## src/hw/rtl/slrp_pkg.sv

```systemverilog
// Shared types, character codes and the byte classifier of the seed line
// record parser. No dependencies; every other file of the block uses it.
`timescale 1ns / 1ps
`default_nettype none

package slrp_pkg;

   // Width of every count field on the result channel but line_length, which is one bit.
   localparam int FIELD_WIDTH = 32;
   // Default width of the running position, line and length counters.
   localparam int COUNT_WIDTH_DEFAULT = 32;

   // Depth of the queue between the classifier and the scanner.
   localparam int QUEUE_DEPTH = 2;

   localparam logic [7:0] NUL_CHAR   = 8'h00;
   localparam logic [7:0] TAB_CHAR   = 8'h09;
   localparam logic [7:0] LF_CHAR    = 8'h0A;
   localparam logic [7:0] CR_CHAR    = 8'h0D;
   localparam logic [7:0] SPACE_CHAR = 8'h20;
   localparam logic [7:0] HASH_CHAR  = 8'h23;
   localparam logic [7:0] COLON_CHAR = 8'h3A;

   // Tag that follows the hash of an ancestor line: "name:" and a tab.
   localparam int TAG_LENGTH = 6;
   localparam int TAG_INDEX_WIDTH = $clog2(TAG_LENGTH);
   localparam logic [7:0] TAG_TEXT [TAG_LENGTH] =
      '{8'h6E, 8'h61, 8'h6D, 8'h65, COLON_CHAR, TAB_CHAR};

   typedef enum logic [2:0] {
      MODE_LINE_START,
      MODE_TAG,
      MODE_NAME_FIRST,
      MODE_NAME_VALUE,
      MODE_REST,
      MODE_FATHER_FIRST,
      MODE_FATHER_WORD,
      MODE_WORD
   } scan_mode_type;

   // A byte once classified: everything the scanner needs to know of it.
   typedef struct packed {
      logic [TAG_LENGTH-1:0] tag_hit;
      logic                  is_lf;
      logic                  is_cr;
      logic                  is_nul;
      logic                  is_tab;
      logic                  is_space;
      logic                  is_hash;
      logic                  final_byte;
   } byte_class_type;

   // One result word.
   typedef struct packed {
      logic [FIELD_WIDTH-1:0] ancestor_offset;
      logic [FIELD_WIDTH-1:0] ancestor_length;
      logic [FIELD_WIDTH-1:0] father_offset;
      logic [FIELD_WIDTH-1:0] father_length;
      logic [FIELD_WIDTH-1:0] line_number;
      logic [FIELD_WIDTH-1:0] word_offset;
      logic [FIELD_WIDTH-1:0] word_length;
   } record_type;

   function automatic byte_class_type classify(input logic [7:0] data, input logic last);
      byte_class_type c;
      for (int i = 0; i < TAG_LENGTH; i++) begin
         c.tag_hit[i] = (data == TAG_TEXT[i]);
      end
      c.is_lf      = (data == LF_CHAR);
      c.is_cr      = (data == CR_CHAR);
      c.is_nul     = (data == NUL_CHAR);
      c.is_tab     = (data == TAB_CHAR);
      c.is_space   = (data == SPACE_CHAR);
      c.is_hash    = (data == HASH_CHAR);
      c.final_byte = last;
      return c;
   endfunction

endpackage

`default_nettype wire

```

## src/hw/rtl/slrp_if.sv

```systemverilog
// Channel interfaces of the seed line record parser: the byte channel and
// the record channel. Depends on slrp_pkg for the field widths.
`timescale 1ns / 1ps
`default_nettype none

interface slrp_req_if;
   logic       valid;
   logic       ready;
   logic [7:0] data_byte;
   logic       final_byte;

   modport source (output valid, output data_byte, output final_byte, input ready);
   modport sink   (input valid, input data_byte, input final_byte, output ready);
endinterface

interface slrp_rsp_if;
   logic                             valid;
   logic                             ready;
   logic [slrp_pkg::FIELD_WIDTH-1:0] ancestor_offset;
   logic [slrp_pkg::FIELD_WIDTH-1:0] ancestor_length;
   logic [slrp_pkg::FIELD_WIDTH-1:0] father_offset;
   logic [slrp_pkg::FIELD_WIDTH-1:0] father_length;
   logic [slrp_pkg::FIELD_WIDTH-1:0] line_number;
   logic                             line_length;
   logic [slrp_pkg::FIELD_WIDTH-1:0] word_offset;
   logic [slrp_pkg::FIELD_WIDTH-1:0] word_length;

   modport source (output valid, output ancestor_offset, output ancestor_length,
                   output father_offset, output father_length, output line_number,
                   output line_length, output word_offset, output word_length,
                   input ready);
   modport sink   (input valid, input ancestor_offset, input ancestor_length,
                   input father_offset, input father_length, input line_number,
                   input line_length, input word_offset, input word_length,
                   output ready);
endinterface

`default_nettype wire

```

## src/hw/rtl/slrp_front.sv

```systemverilog
// Front end: takes words from the byte channel, classifies each byte and
// pushes the class into the queue. Depends on slrp_pkg and slrp_if.
`timescale 1ns / 1ps
`default_nettype none

module slrp_front (
   slrp_req_if.sink                 req_ch,
   input  wire logic                q_full,
   output      logic                q_push,
   output      slrp_pkg::byte_class_type q_push_data
);

   // The channel only waits on queue space, never on the scanner.
   assign req_ch.ready = !q_full;
   assign q_push       = req_ch.valid && !q_full;
   assign q_push_data  = slrp_pkg::classify(req_ch.data_byte, req_ch.final_byte);

endmodule

`default_nettype wire

```

## src/hw/rtl/slrp_queue.sv

```systemverilog
// Short first-in first-out queue of classified bytes between the front end
// and the scanner. Depends on slrp_pkg.
`timescale 1ns / 1ps
`default_nettype none

module slrp_queue (
   input  wire logic                     clock,
   input  wire logic                     reset,
   input  wire logic                     push,
   input  wire slrp_pkg::byte_class_type push_data,
   output      logic                     full,
   input  wire logic                     pop,
   output      logic                     valid,
   output      slrp_pkg::byte_class_type head
);

   localparam int DEPTH = slrp_pkg::QUEUE_DEPTH;
   localparam int PTR_WIDTH = (DEPTH > 1) ? $clog2(DEPTH) : 1;
   localparam int CNT_WIDTH = $clog2(DEPTH + 1);

   slrp_pkg::byte_class_type entry_ff [DEPTH];
   logic [PTR_WIDTH-1:0] wr_ptr_ff, wr_ptr_in;
   logic [PTR_WIDTH-1:0] rd_ptr_ff, rd_ptr_in;
   logic [CNT_WIDTH-1:0] count_ff, count_in;

   assign full  = (count_ff == CNT_WIDTH'(DEPTH));
   assign valid = (count_ff != '0);
   assign head  = entry_ff[rd_ptr_ff];

   always_comb begin
      wr_ptr_in = wr_ptr_ff;
      rd_ptr_in = rd_ptr_ff;
      count_in  = count_ff;
      if (push) begin
         wr_ptr_in = (wr_ptr_ff == PTR_WIDTH'(DEPTH - 1)) ? '0 : wr_ptr_ff + PTR_WIDTH'(1);
      end
      if (pop) begin
         rd_ptr_in = (rd_ptr_ff == PTR_WIDTH'(DEPTH - 1)) ? '0 : rd_ptr_ff + PTR_WIDTH'(1);
      end
      if (push && !pop) begin
         count_in = count_ff + CNT_WIDTH'(1);
      end else if (pop && !push) begin
         count_in = count_ff - CNT_WIDTH'(1);
      end
   end

   always_ff @(posedge clock) begin
      if (reset) begin
         wr_ptr_ff <= '0;
         rd_ptr_ff <= '0;
         count_ff  <= '0;
      end else begin
         wr_ptr_ff <= wr_ptr_in;
         rd_ptr_ff <= rd_ptr_in;
         count_ff  <= count_in;
      end
   end

   always_ff @(posedge clock) begin
      if (push) begin
         entry_ff[wr_ptr_ff] <= push_data;
      end
   end

endmodule

`default_nettype wire

```

## src/hw/rtl/slrp_back.sv

```systemverilog
// Back end: the line scanner with its counters and the output register that
// holds a record until the record channel takes it. Depends on slrp_pkg, slrp_if.
`timescale 1ns / 1ps
`default_nettype none

module slrp_back #(
   parameter int COUNT_WIDTH = slrp_pkg::COUNT_WIDTH_DEFAULT
) (
   input  wire logic                     clock,
   input  wire logic                     reset,
   input  wire logic                     q_valid,
   input  wire slrp_pkg::byte_class_type q_head,
   output      logic                     q_pop,
   slrp_rsp_if.source                    rsp_ch
);

   localparam int FW = slrp_pkg::FIELD_WIDTH;
   localparam int TW = slrp_pkg::TAG_INDEX_WIDTH;

   slrp_pkg::scan_mode_type mode_ff, mode_in;
   logic [TW-1:0]          tag_idx_ff, tag_idx_in;
   logic [COUNT_WIDTH-1:0] pos_ff, pos_in;
   logic [COUNT_WIDTH-1:0] line_ff, line_in;
   logic [COUNT_WIDTH-1:0] anc_off_ff, anc_off_in;
   logic [COUNT_WIDTH-1:0] anc_len_ff, anc_len_in;
   logic [COUNT_WIDTH-1:0] fat_off_ff, fat_off_in;
   logic [COUNT_WIDTH-1:0] fat_len_ff, fat_len_in;
   logic [COUNT_WIDTH-1:0] word_off_ff, word_off_in;
   logic [COUNT_WIDTH-1:0] word_len_ff, word_len_in;
   logic                   pending_ff, pending_in;
   logic                   after_cr_ff, after_cr_in;
   logic                   phase_ff, phase_in;
   logic                   out_valid_ff, out_valid_in;
   slrp_pkg::record_type   rec_ff;

   slrp_pkg::byte_class_type cls;
   logic is_stop, emit, dispatch, skip;
   logic out_free, active, clear, go_phase;

   // Scanner step for one byte class.
   always_comb begin
      cls = phase_ff ? slrp_pkg::classify(slrp_pkg::LF_CHAR, 1'b0) : q_head;
      is_stop = cls.is_nul || cls.is_lf || cls.is_cr;

      mode_in     = mode_ff;
      tag_idx_in  = tag_idx_ff;
      pos_in      = pos_ff + COUNT_WIDTH'(1);
      line_in     = line_ff;
      anc_off_in  = anc_off_ff;
      anc_len_in  = anc_len_ff;
      fat_off_in  = fat_off_ff;
      fat_len_in  = fat_len_ff;
      word_off_in = word_off_ff;
      word_len_in = word_len_ff;
      pending_in  = pending_ff;
      after_cr_in = after_cr_ff;
      emit        = 1'b0;
      dispatch    = 1'b0;
      skip        = 1'b0;

      // An LF straight after a CR belongs to the same line end.
      if (after_cr_ff) begin
         after_cr_in = 1'b0;
         skip        = cls.is_lf;
      end

      if (!skip) begin
         unique case (mode_ff)
            slrp_pkg::MODE_TAG: begin
               if ((tag_idx_ff < TW'(slrp_pkg::TAG_LENGTH)) && cls.tag_hit[tag_idx_ff]) begin
                  if (tag_idx_ff == TW'(slrp_pkg::TAG_LENGTH - 1)) begin
                     tag_idx_in = '0;
                     mode_in    = slrp_pkg::MODE_NAME_FIRST;
                  end else begin
                     tag_idx_in = tag_idx_ff + TW'(1);
                  end
               end else begin
                  tag_idx_in = '0;
                  mode_in    = slrp_pkg::MODE_REST;
                  dispatch   = is_stop;
               end
            end
            slrp_pkg::MODE_NAME_FIRST: begin
               anc_off_in = pos_ff;
               if (is_stop) begin
                  anc_len_in = '0;
                  dispatch   = 1'b1;
               end else begin
                  anc_len_in = COUNT_WIDTH'(1);
                  mode_in    = slrp_pkg::MODE_NAME_VALUE;
               end
            end
            slrp_pkg::MODE_NAME_VALUE: begin
               if (is_stop) begin
                  dispatch = 1'b1;
               end else begin
                  anc_len_in = anc_len_ff + COUNT_WIDTH'(1);
               end
            end
            slrp_pkg::MODE_REST: begin
               dispatch = is_stop;
            end
            slrp_pkg::MODE_FATHER_FIRST: begin
               // The byte after the tab is always the first father byte.
               fat_off_in = pos_ff;
               fat_len_in = COUNT_WIDTH'(1);
               pending_in = 1'b1;
               mode_in    = slrp_pkg::MODE_FATHER_WORD;
            end
            slrp_pkg::MODE_FATHER_WORD, slrp_pkg::MODE_WORD: begin
               if (is_stop) begin
                  dispatch = 1'b1;
               end else if (cls.is_tab || cls.is_space) begin
                  mode_in = slrp_pkg::MODE_REST;
               end else if (mode_ff == slrp_pkg::MODE_WORD) begin
                  word_len_in = word_len_ff + COUNT_WIDTH'(1);
               end else begin
                  fat_len_in = fat_len_ff + COUNT_WIDTH'(1);
               end
            end
            default: begin
               dispatch = 1'b1;
            end
         endcase

         // Treat the byte as the first of a line.
         if (dispatch) begin
            if (cls.is_lf || cls.is_cr) begin
               line_in     = line_ff + COUNT_WIDTH'(1);
               after_cr_in = cls.is_cr;
               mode_in     = slrp_pkg::MODE_LINE_START;
               emit        = pending_ff;
               pending_in  = 1'b0;
            end else if (cls.is_hash) begin
               mode_in    = slrp_pkg::MODE_TAG;
               tag_idx_in = '0;
            end else if (cls.is_tab) begin
               mode_in = slrp_pkg::MODE_FATHER_FIRST;
            end else begin
               word_off_in = pos_ff;
               word_len_in = COUNT_WIDTH'(1);
               pending_in  = 1'b1;
               mode_in     = slrp_pkg::MODE_WORD;
            end
         end
      end
   end

   // A final byte takes a second step for the implied LF unless it already
   // gave a record; either way the state is cleared afterwards.
   assign out_free = !out_valid_ff || rsp_ch.ready;
   assign active   = q_valid && out_free;
   assign clear    = active && (phase_ff || (q_head.final_byte && emit));
   assign go_phase = active && !phase_ff && q_head.final_byte && !emit;
   assign q_pop    = active && !go_phase;
   assign phase_in = go_phase;

   always_comb begin
      out_valid_in = out_valid_ff;
      if (active && emit) begin
         out_valid_in = 1'b1;
      end else if (rsp_ch.ready) begin
         out_valid_in = 1'b0;
      end
   end

   always_ff @(posedge clock) begin
      if (reset || clear) begin
         mode_ff     <= slrp_pkg::MODE_LINE_START;
         tag_idx_ff  <= '0;
         pos_ff      <= '0;
         line_ff     <= '0;
         anc_off_ff  <= '0;
         anc_len_ff  <= '0;
         fat_off_ff  <= '0;
         fat_len_ff  <= '0;
         word_off_ff <= '0;
         word_len_ff <= '0;
         pending_ff  <= 1'b0;
         after_cr_ff <= 1'b0;
      end else if (active) begin
         mode_ff     <= mode_in;
         tag_idx_ff  <= tag_idx_in;
         pos_ff      <= pos_in;
         line_ff     <= line_in;
         anc_off_ff  <= anc_off_in;
         anc_len_ff  <= anc_len_in;
         fat_off_ff  <= fat_off_in;
         fat_len_ff  <= fat_len_in;
         word_off_ff <= word_off_in;
         word_len_ff <= word_len_in;
         pending_ff  <= pending_in;
         after_cr_ff <= after_cr_in;
      end
   end

   always_ff @(posedge clock) begin
      if (reset) begin
         phase_ff     <= 1'b0;
         out_valid_ff <= 1'b0;
      end else begin
         if (active) begin
            phase_ff <= phase_in;
         end
         out_valid_ff <= out_valid_in;
      end
   end

   always_ff @(posedge clock) begin
      if (active && emit) begin
         rec_ff.ancestor_offset <= FW'(anc_off_in);
         rec_ff.ancestor_length <= FW'(anc_len_in);
         rec_ff.father_offset   <= FW'(fat_off_in);
         rec_ff.father_length   <= FW'(fat_len_in);
         rec_ff.line_number     <= FW'(line_in);
         rec_ff.word_offset     <= FW'(word_off_in);
         rec_ff.word_length     <= FW'(word_len_in);
      end
   end

   assign rsp_ch.valid           = out_valid_ff;
   assign rsp_ch.ancestor_offset = rec_ff.ancestor_offset;
   assign rsp_ch.ancestor_length = rec_ff.ancestor_length;
   assign rsp_ch.father_offset   = rec_ff.father_offset;
   assign rsp_ch.father_length   = rec_ff.father_length;
   assign rsp_ch.line_number     = rec_ff.line_number;
   assign rsp_ch.line_length     = 1'b0;
   assign rsp_ch.word_offset     = rec_ff.word_offset;
   assign rsp_ch.word_length     = rec_ff.word_length;

endmodule

`default_nettype wire

```

## src/hw/rtl/seed_line_record_parser.sv

```systemverilog
// Seed line record parser, top level: front end, queue and scanner.
// Depends on slrp_pkg, slrp_if, slrp_front, slrp_queue and slrp_back.
`timescale 1ns / 1ps
`default_nettype none

// The parser takes a text file one byte per word on the req_ch channel and
// gives one record word on rsp_ch for each line that set a father or a line
// word, when that line ends (LF, CR, or CR followed by LF, which counts once).
// Throughput is one byte per clock cycle while the record channel keeps up. A
// byte marked final_byte costs the scanner a second step for the implied
// trailing LF unless that byte itself closes a record; after it all counters
// and scanner state return to their reset values, ready for the next file.
// The scanner step is the one loop: it handles one classified byte per cycle
// while the output register is free, so the sustained rate is set by it. An
// accepted byte reaches the record it closes through the classifier queue,
// then through the scanner into the output register. The front end accepts
// bytes as long as the two-word queue has room, so a stalled record channel
// backs up the byte channel only after the queue has filled. Positions, lengths
// and the line count are COUNT_WIDTH bits wide and wrap; they are zero-extended
// to 32 bits on the record channel, and line_length is always zero.
module seed_line_record_parser #(
   parameter int COUNT_WIDTH = slrp_pkg::COUNT_WIDTH_DEFAULT
) (
   input wire logic   clock,
   input wire logic   reset,
   slrp_req_if.sink   req_ch,
   slrp_rsp_if.source rsp_ch
);

   logic                     q_push;
   logic                     q_full;
   logic                     q_pop;
   logic                     q_valid;
   slrp_pkg::byte_class_type q_push_data;
   slrp_pkg::byte_class_type q_head;

   // Classifies each byte as it arrives.
   slrp_front u_front (
      .req_ch      (req_ch),
      .q_full      (q_full),
      .q_push      (q_push),
      .q_push_data (q_push_data)
   );

   // Lets the front end keep accepting while the scanner waits on the output.
   slrp_queue u_queue (
      .clock     (clock),
      .reset     (reset),
      .push      (q_push),
      .push_data (q_push_data),
      .full      (q_full),
      .pop       (q_pop),
      .valid     (q_valid),
      .head      (q_head)
   );

   // Runs the line scanner and holds the outgoing record.
   slrp_back #(
      .COUNT_WIDTH (COUNT_WIDTH)
   ) u_back (
      .clock   (clock),
      .reset   (reset),
      .q_valid (q_valid),
      .q_head  (q_head),
      .q_pop   (q_pop),
      .rsp_ch  (rsp_ch)
   );

   // The scanner never takes a word from an empty queue.
   a_pop_needs_entry : assert property (@(posedge clock) disable iff (reset)
      q_pop |-> q_valid)
      else $error("scanner popped an empty queue");

   // After reset the queue is empty and the byte channel is open.
   a_ready_after_reset : assert property (@(posedge clock)
      reset |=> req_ch.ready)
      else $error("byte channel not ready after reset");

   // An accepted byte is waiting for the scanner in the next cycle.
   a_accept_fills_queue : assert property (@(posedge clock) disable iff (reset)
      (req_ch.valid && req_ch.ready) |=> q_valid)
      else $error("accepted byte missing from the queue");

endmodule

`default_nettype wire
```

## src/flat_wrapper.sv

```systemverilog
// flat-port wrapper written by rule: the top's interface ports become plain ports
module seed_line_record_parser_flat 
#(
   parameter int COUNT_WIDTH = slrp_pkg::COUNT_WIDTH_DEFAULT
)
  (clock, reset, req_ch_valid, req_ch_data_byte, req_ch_final_byte, req_ch_ready, rsp_ch_valid, rsp_ch_ancestor_offset, rsp_ch_ancestor_length, rsp_ch_father_offset, rsp_ch_father_length, rsp_ch_line_number, rsp_ch_line_length, rsp_ch_word_offset, rsp_ch_word_length, rsp_ch_ready);
  slrp_req_if req_ch_i ();
  slrp_rsp_if rsp_ch_i ();
  input wire logic clock;
  input wire logic reset;
  input wire logic [$bits(req_ch_i.valid)-1:0] req_ch_valid;
  input wire logic [$bits(req_ch_i.data_byte)-1:0] req_ch_data_byte;
  input wire logic [$bits(req_ch_i.final_byte)-1:0] req_ch_final_byte;
  output wire logic [$bits(req_ch_i.ready)-1:0] req_ch_ready;
  output wire logic [$bits(rsp_ch_i.valid)-1:0] rsp_ch_valid;
  output wire logic [$bits(rsp_ch_i.ancestor_offset)-1:0] rsp_ch_ancestor_offset;
  output wire logic [$bits(rsp_ch_i.ancestor_length)-1:0] rsp_ch_ancestor_length;
  output wire logic [$bits(rsp_ch_i.father_offset)-1:0] rsp_ch_father_offset;
  output wire logic [$bits(rsp_ch_i.father_length)-1:0] rsp_ch_father_length;
  output wire logic [$bits(rsp_ch_i.line_number)-1:0] rsp_ch_line_number;
  output wire logic [$bits(rsp_ch_i.line_length)-1:0] rsp_ch_line_length;
  output wire logic [$bits(rsp_ch_i.word_offset)-1:0] rsp_ch_word_offset;
  output wire logic [$bits(rsp_ch_i.word_length)-1:0] rsp_ch_word_length;
  input wire logic [$bits(rsp_ch_i.ready)-1:0] rsp_ch_ready;
  assign req_ch_i.valid = req_ch_valid;
  assign req_ch_i.data_byte = req_ch_data_byte;
  assign req_ch_i.final_byte = req_ch_final_byte;
  assign req_ch_ready = req_ch_i.ready;
  assign rsp_ch_valid = rsp_ch_i.valid;
  assign rsp_ch_ancestor_offset = rsp_ch_i.ancestor_offset;
  assign rsp_ch_ancestor_length = rsp_ch_i.ancestor_length;
  assign rsp_ch_father_offset = rsp_ch_i.father_offset;
  assign rsp_ch_father_length = rsp_ch_i.father_length;
  assign rsp_ch_line_number = rsp_ch_i.line_number;
  assign rsp_ch_line_length = rsp_ch_i.line_length;
  assign rsp_ch_word_offset = rsp_ch_i.word_offset;
  assign rsp_ch_word_length = rsp_ch_i.word_length;
  assign rsp_ch_i.ready = rsp_ch_ready;
  seed_line_record_parser #(.COUNT_WIDTH(COUNT_WIDTH)) u_core (.clock(clock), .reset(reset), .req_ch(req_ch_i), .rsp_ch(rsp_ch_i));
endmodule
```

## config.mk

```make
export PLATFORM = sky130hd
export DESIGN_NAME = seed_line_record_parser_flat
export DESIGN_NICKNAME = d
export VERILOG_FILES = /design/src/hw/rtl/slrp_pkg.sv /design/src/hw/rtl/slrp_if.sv /design/src/hw/rtl/slrp_front.sv /design/src/hw/rtl/slrp_queue.sv /design/src/hw/rtl/slrp_back.sv /design/src/hw/rtl/seed_line_record_parser.sv /design/src/flat_wrapper.sv
export SDC_FILE = /design/constraint.sdc
export NUM_CORES = 1
export LEC_CHECK = 0
export BUFFER_PORTS_ARGS = -buffer_cell sky130_fd_sc_hd__buf_4
export CORE_MARGIN = 5
export CORE_UTILIZATION = 53
export CTS_CLUSTER_DIAMETER = 40
export CTS_CLUSTER_SIZE = 10
export DETAILED_ROUTE_END_ITERATION = 8
export PLACE_DENSITY_LB_ADDON = 0.12
export SLEW_MARGIN = 10
export SYNTH_ARGS = -nofsm -noshare
export SYNTH_HDL_FRONTEND = slang
export SYNTH_SLANG_ARGS = --single-unit
export TNS_END_PERCENT = 100
```

## constraint.sdc

```tcl
create_clock -name clock -period 8.7 [get_ports clock]
set_input_delay 2.61 -clock clock [delete_from_list [all_inputs] [get_ports clock]]
set_output_delay 2.61 -clock clock [all_outputs]
set_load 0.02 [all_outputs]
```

==> results.toml <==
[worst_setup_path]
crit_chain = "buf_4 > nand2b_1 > o21ai_4 > buf_4 > nor2_2 > nand2_1 > nor2_1 > nand2_1 > inv_8 > buf_4"
path_common_cell = "buf_4"
ff2ff_setup_slack_ns = 3.99
crit_path_end_kind = "register"
reg2reg_depth = 8
rr_endpoint = "u_core.u_back.rsp_ch.word_offset[0]"
cp_max_fo = 123
startpoint = "rsp_ch_ready"
worstSetupEndpoint = "u_core.u_back.rsp_ch.word_offset[0]"
critPathRequiredTime_ns = 8.90
max_stage_delay_ns = 0.68
path_depth = 10
cp-start-kind = "primary input"
cpMaxStageDelayCell = "buf_4"
path_delay_family = "buffers and inverters"
critPathArrivalTime_ns = 5.83
path_class = "in -> reg"
cp.buffers_inverters = 4

[floorplan]
start_util_pct = 53.6
die_h_um = 218
ios = 240
core_mm2 = 0.0430
rows = 76
die_w_um = 218
die_area_mm2 = 0.0477

[grt]
grtUsageMet2_pct = 37.8
grtUsageMet3_pct = 4.60
top_usage_layer = "met2"
first_global_vias = 17500
antenna_found_initial = 1
grt_usage_pct = 24.2
overflow = 0
grt_start_max_net_pins = 124
grt_pass1_wl_mm = 94.0
met1_usage_pct = 34.9

[routing]
antenna_left = 0
drtIter0Drc = 1665
drt-pass1-iter-count = 5
route.detailed.drc = 0
num_vias = 18600
vias_per_cell = 5.67
wl_per_cell_um = 18.2
wirelength_mm = 59.6

[timing]
maxSlewViolCount = 0
fin_setup_tns_ns = 0
worst_pin_slew_ns = 1.02
final_hold_viol_count = 0
period_share_pct = 64.7
rsz0062_at_grt = "false"
fmax_mhz = 178
finalCriticalPeriod_ns = 5.63
skew_ns = 0.0178
setup_slack_ns = 3.07
relSlewSlack_pct = 31.2
finalSetupViolCount = 0

[synth]
synthTopCellsByCount = "446 x nand2_1, 326 x nor2_1, 271 x dfxtp_1"
ys_async_sr_fraction_pct = 0
ys_ff_latch = 519
synth.avg_cell_area_um2 = 9.41
synthCells = 2447
synth_top_area_share_pct = 32.3
synth.most_common_cell = "nand2_1"
synth_flop_cell = "dfxtp_1"
synth.net_count = 2466
yosysWarnings = 0
yosysTopAreaCell = "edfxtp_1"
ys_seq_area_share_pct = 55.9
synth.distinct_cells = 70
synthTopCellsByArea = "edfxtp_1 32%, dfxtp_1 24%, nand2_1 7.3%"
syn-cell-area_mm2 = 0.0230
synth_edf_count = 248

[power_and_ir_drop]
p_leak_nw = 10.3
powerDensity_mw_per_mm2 = 271
finalPower_w = 0.00748
ir_drop_mv = 0.188

[cells_and_area]
nets = 2646
final_core_util_pct = 64.2
num_antenna_cells = 0
area_delta_synth_final_pct = 19.9
fin_area_mm2 = 0.0276
layout-drive-gt1-share_pct = 16.2

[worst_hold_path]
min-delay-start = "u_core.u_back.fat_off_ff[5]"
hold_class = "reg -> reg"

[clocking]
cts_tree = "done"
cts-buffers-inserted = 74
cts_hold_buf = 0
clk_latency_ns = 0.58
cts_resized = 0
clockBufferDepth = 3
cts_setup_buffers = 0
h-tree-depth = 3
clkTransAtPathRegs_ns = 0.05
cts_sinks = 519
root_buffer = "clkbuf_16"

[placement]
place_ws_ns = 2.58
finalWeightedCongestion = 0.852
dpl-instance-area_mm2 = 0.0252
dp_hpwl_mm = 37.8
port_buffers = 238

[flow_run]
max_cap_viol_count = 0

[status]
status = "complete, no violations"
-- placed cells by master (no fill, tap or decap), types with 4 or more instances in the layout --
master      synthesis  final
bufinv_16           0      6
o21ai_0            97     97
a22oi_1            10     10
nor3_1             78     76
or2_2               6      6
a31oi_1            39     39
nor2_1            326    323
and4_1             16     16
inv_6               0      4
nand2b_1            6      6
buf_4               1    263
dfxtp_1           271    271
xnor2_1            74     74
nand3_1            92     91
a41oi_1             4      4
edfxtp_1          248    248
nand4_1            37     37
inv_1              16     15
nor2b_1             8      8
or3_1              39     39
a311oi_1           23     23
ha_1                6      6
mux2i_1            13     13
xor2_1             87     87
mux2_2             35     35
nand2_1           446    445
clkinvlp_4          0      5
or4_1               4      4
a21boi_0            7      7
clkbuf_16           0     79
nor4_1             19     19
and2_1              9      9
a21oi_1           171    171
nand3b_1            4      4
clkinv_2            0      9
a21o_1              5      5
clkbuf_1          115     25
and3_1             34     34
-- worst min path at each step --
stage                                   end  slack, ns  cells past startpoint
6_report        u_core.u_back.fat_off_ff[5]       0.45                      2
5_1_grt        u_core.u_back.word_off_ff[9]       0.47                      2
4_1_cts         u_core.u_back.fat_off_ff[3]       0.45                      2
3_5_place_dp    u_core.u_back.fat_off_ff[4]       0.45                      2
3_3_place_gp    u_core.u_back.fat_off_ff[3]       0.44                      2
2_1_floorplan   u_core.u_back.fat_off_ff[0]       0.43                      2
-- routing by layer --
| layer | vias to the layer above | routed length [um] |
|---|---|---|
| met5 | - | 13 |
| met4 | 2 | 1130 |
| met3 | 89 | 4200 |
| met2 | 658 | 27500 |
| met1 | 8880 | 26700 |
| li1 | 8936 | - |
-- worst min-delay path, cell delays in order, from the launching register on --
cell	delay, ns
dfxtp_1	0.30
nand2_1	0.05
a21oi_1	0.05
-- power by group --
group	total (W)	switching [W]	internal, W
clock network	0.00294	0.00107	0.00187
registers	0.00291	0.000137	0.00277
logic	0.00163	0.00123	0.000397
total	0.00748	0.00244	0.00504
-- logic make-up after synthesis --
group | synth area share (%)
other cells | 0.0163
compound gates | 10.2
buf+inv | 3.06
fa+ha+maj | 0.326
xor+xnor | 6.13
simple gates | 22.1
mux | 2.28
flops | 55.9
-- metrics by stage --
step	std cells	hold slack, ns
after floorplan	2447	0.433
after global placement	3136	0.438
after detailed placement	3136	0.445
after CTS	3272	0.453
after global routing	3272	0.471
final	3272	0.451
-- area by class of cell --
| class | count | area [um2] |
|---|---|---|
| clock buffers | 107 | 2110 |
| flip-flops and latches | 519 | 12900 |
| fillers | 3477 | 15400 |
| multi-input cells | 1753 | 9510 |
| well taps | 585 | 732 |
| inverters | 16 | 67.6 |
| clock inverters | 29 | 332 |
| repair buffers | 263 | 1970 |
Note: power is estimated with default switching activity, not from simulation.
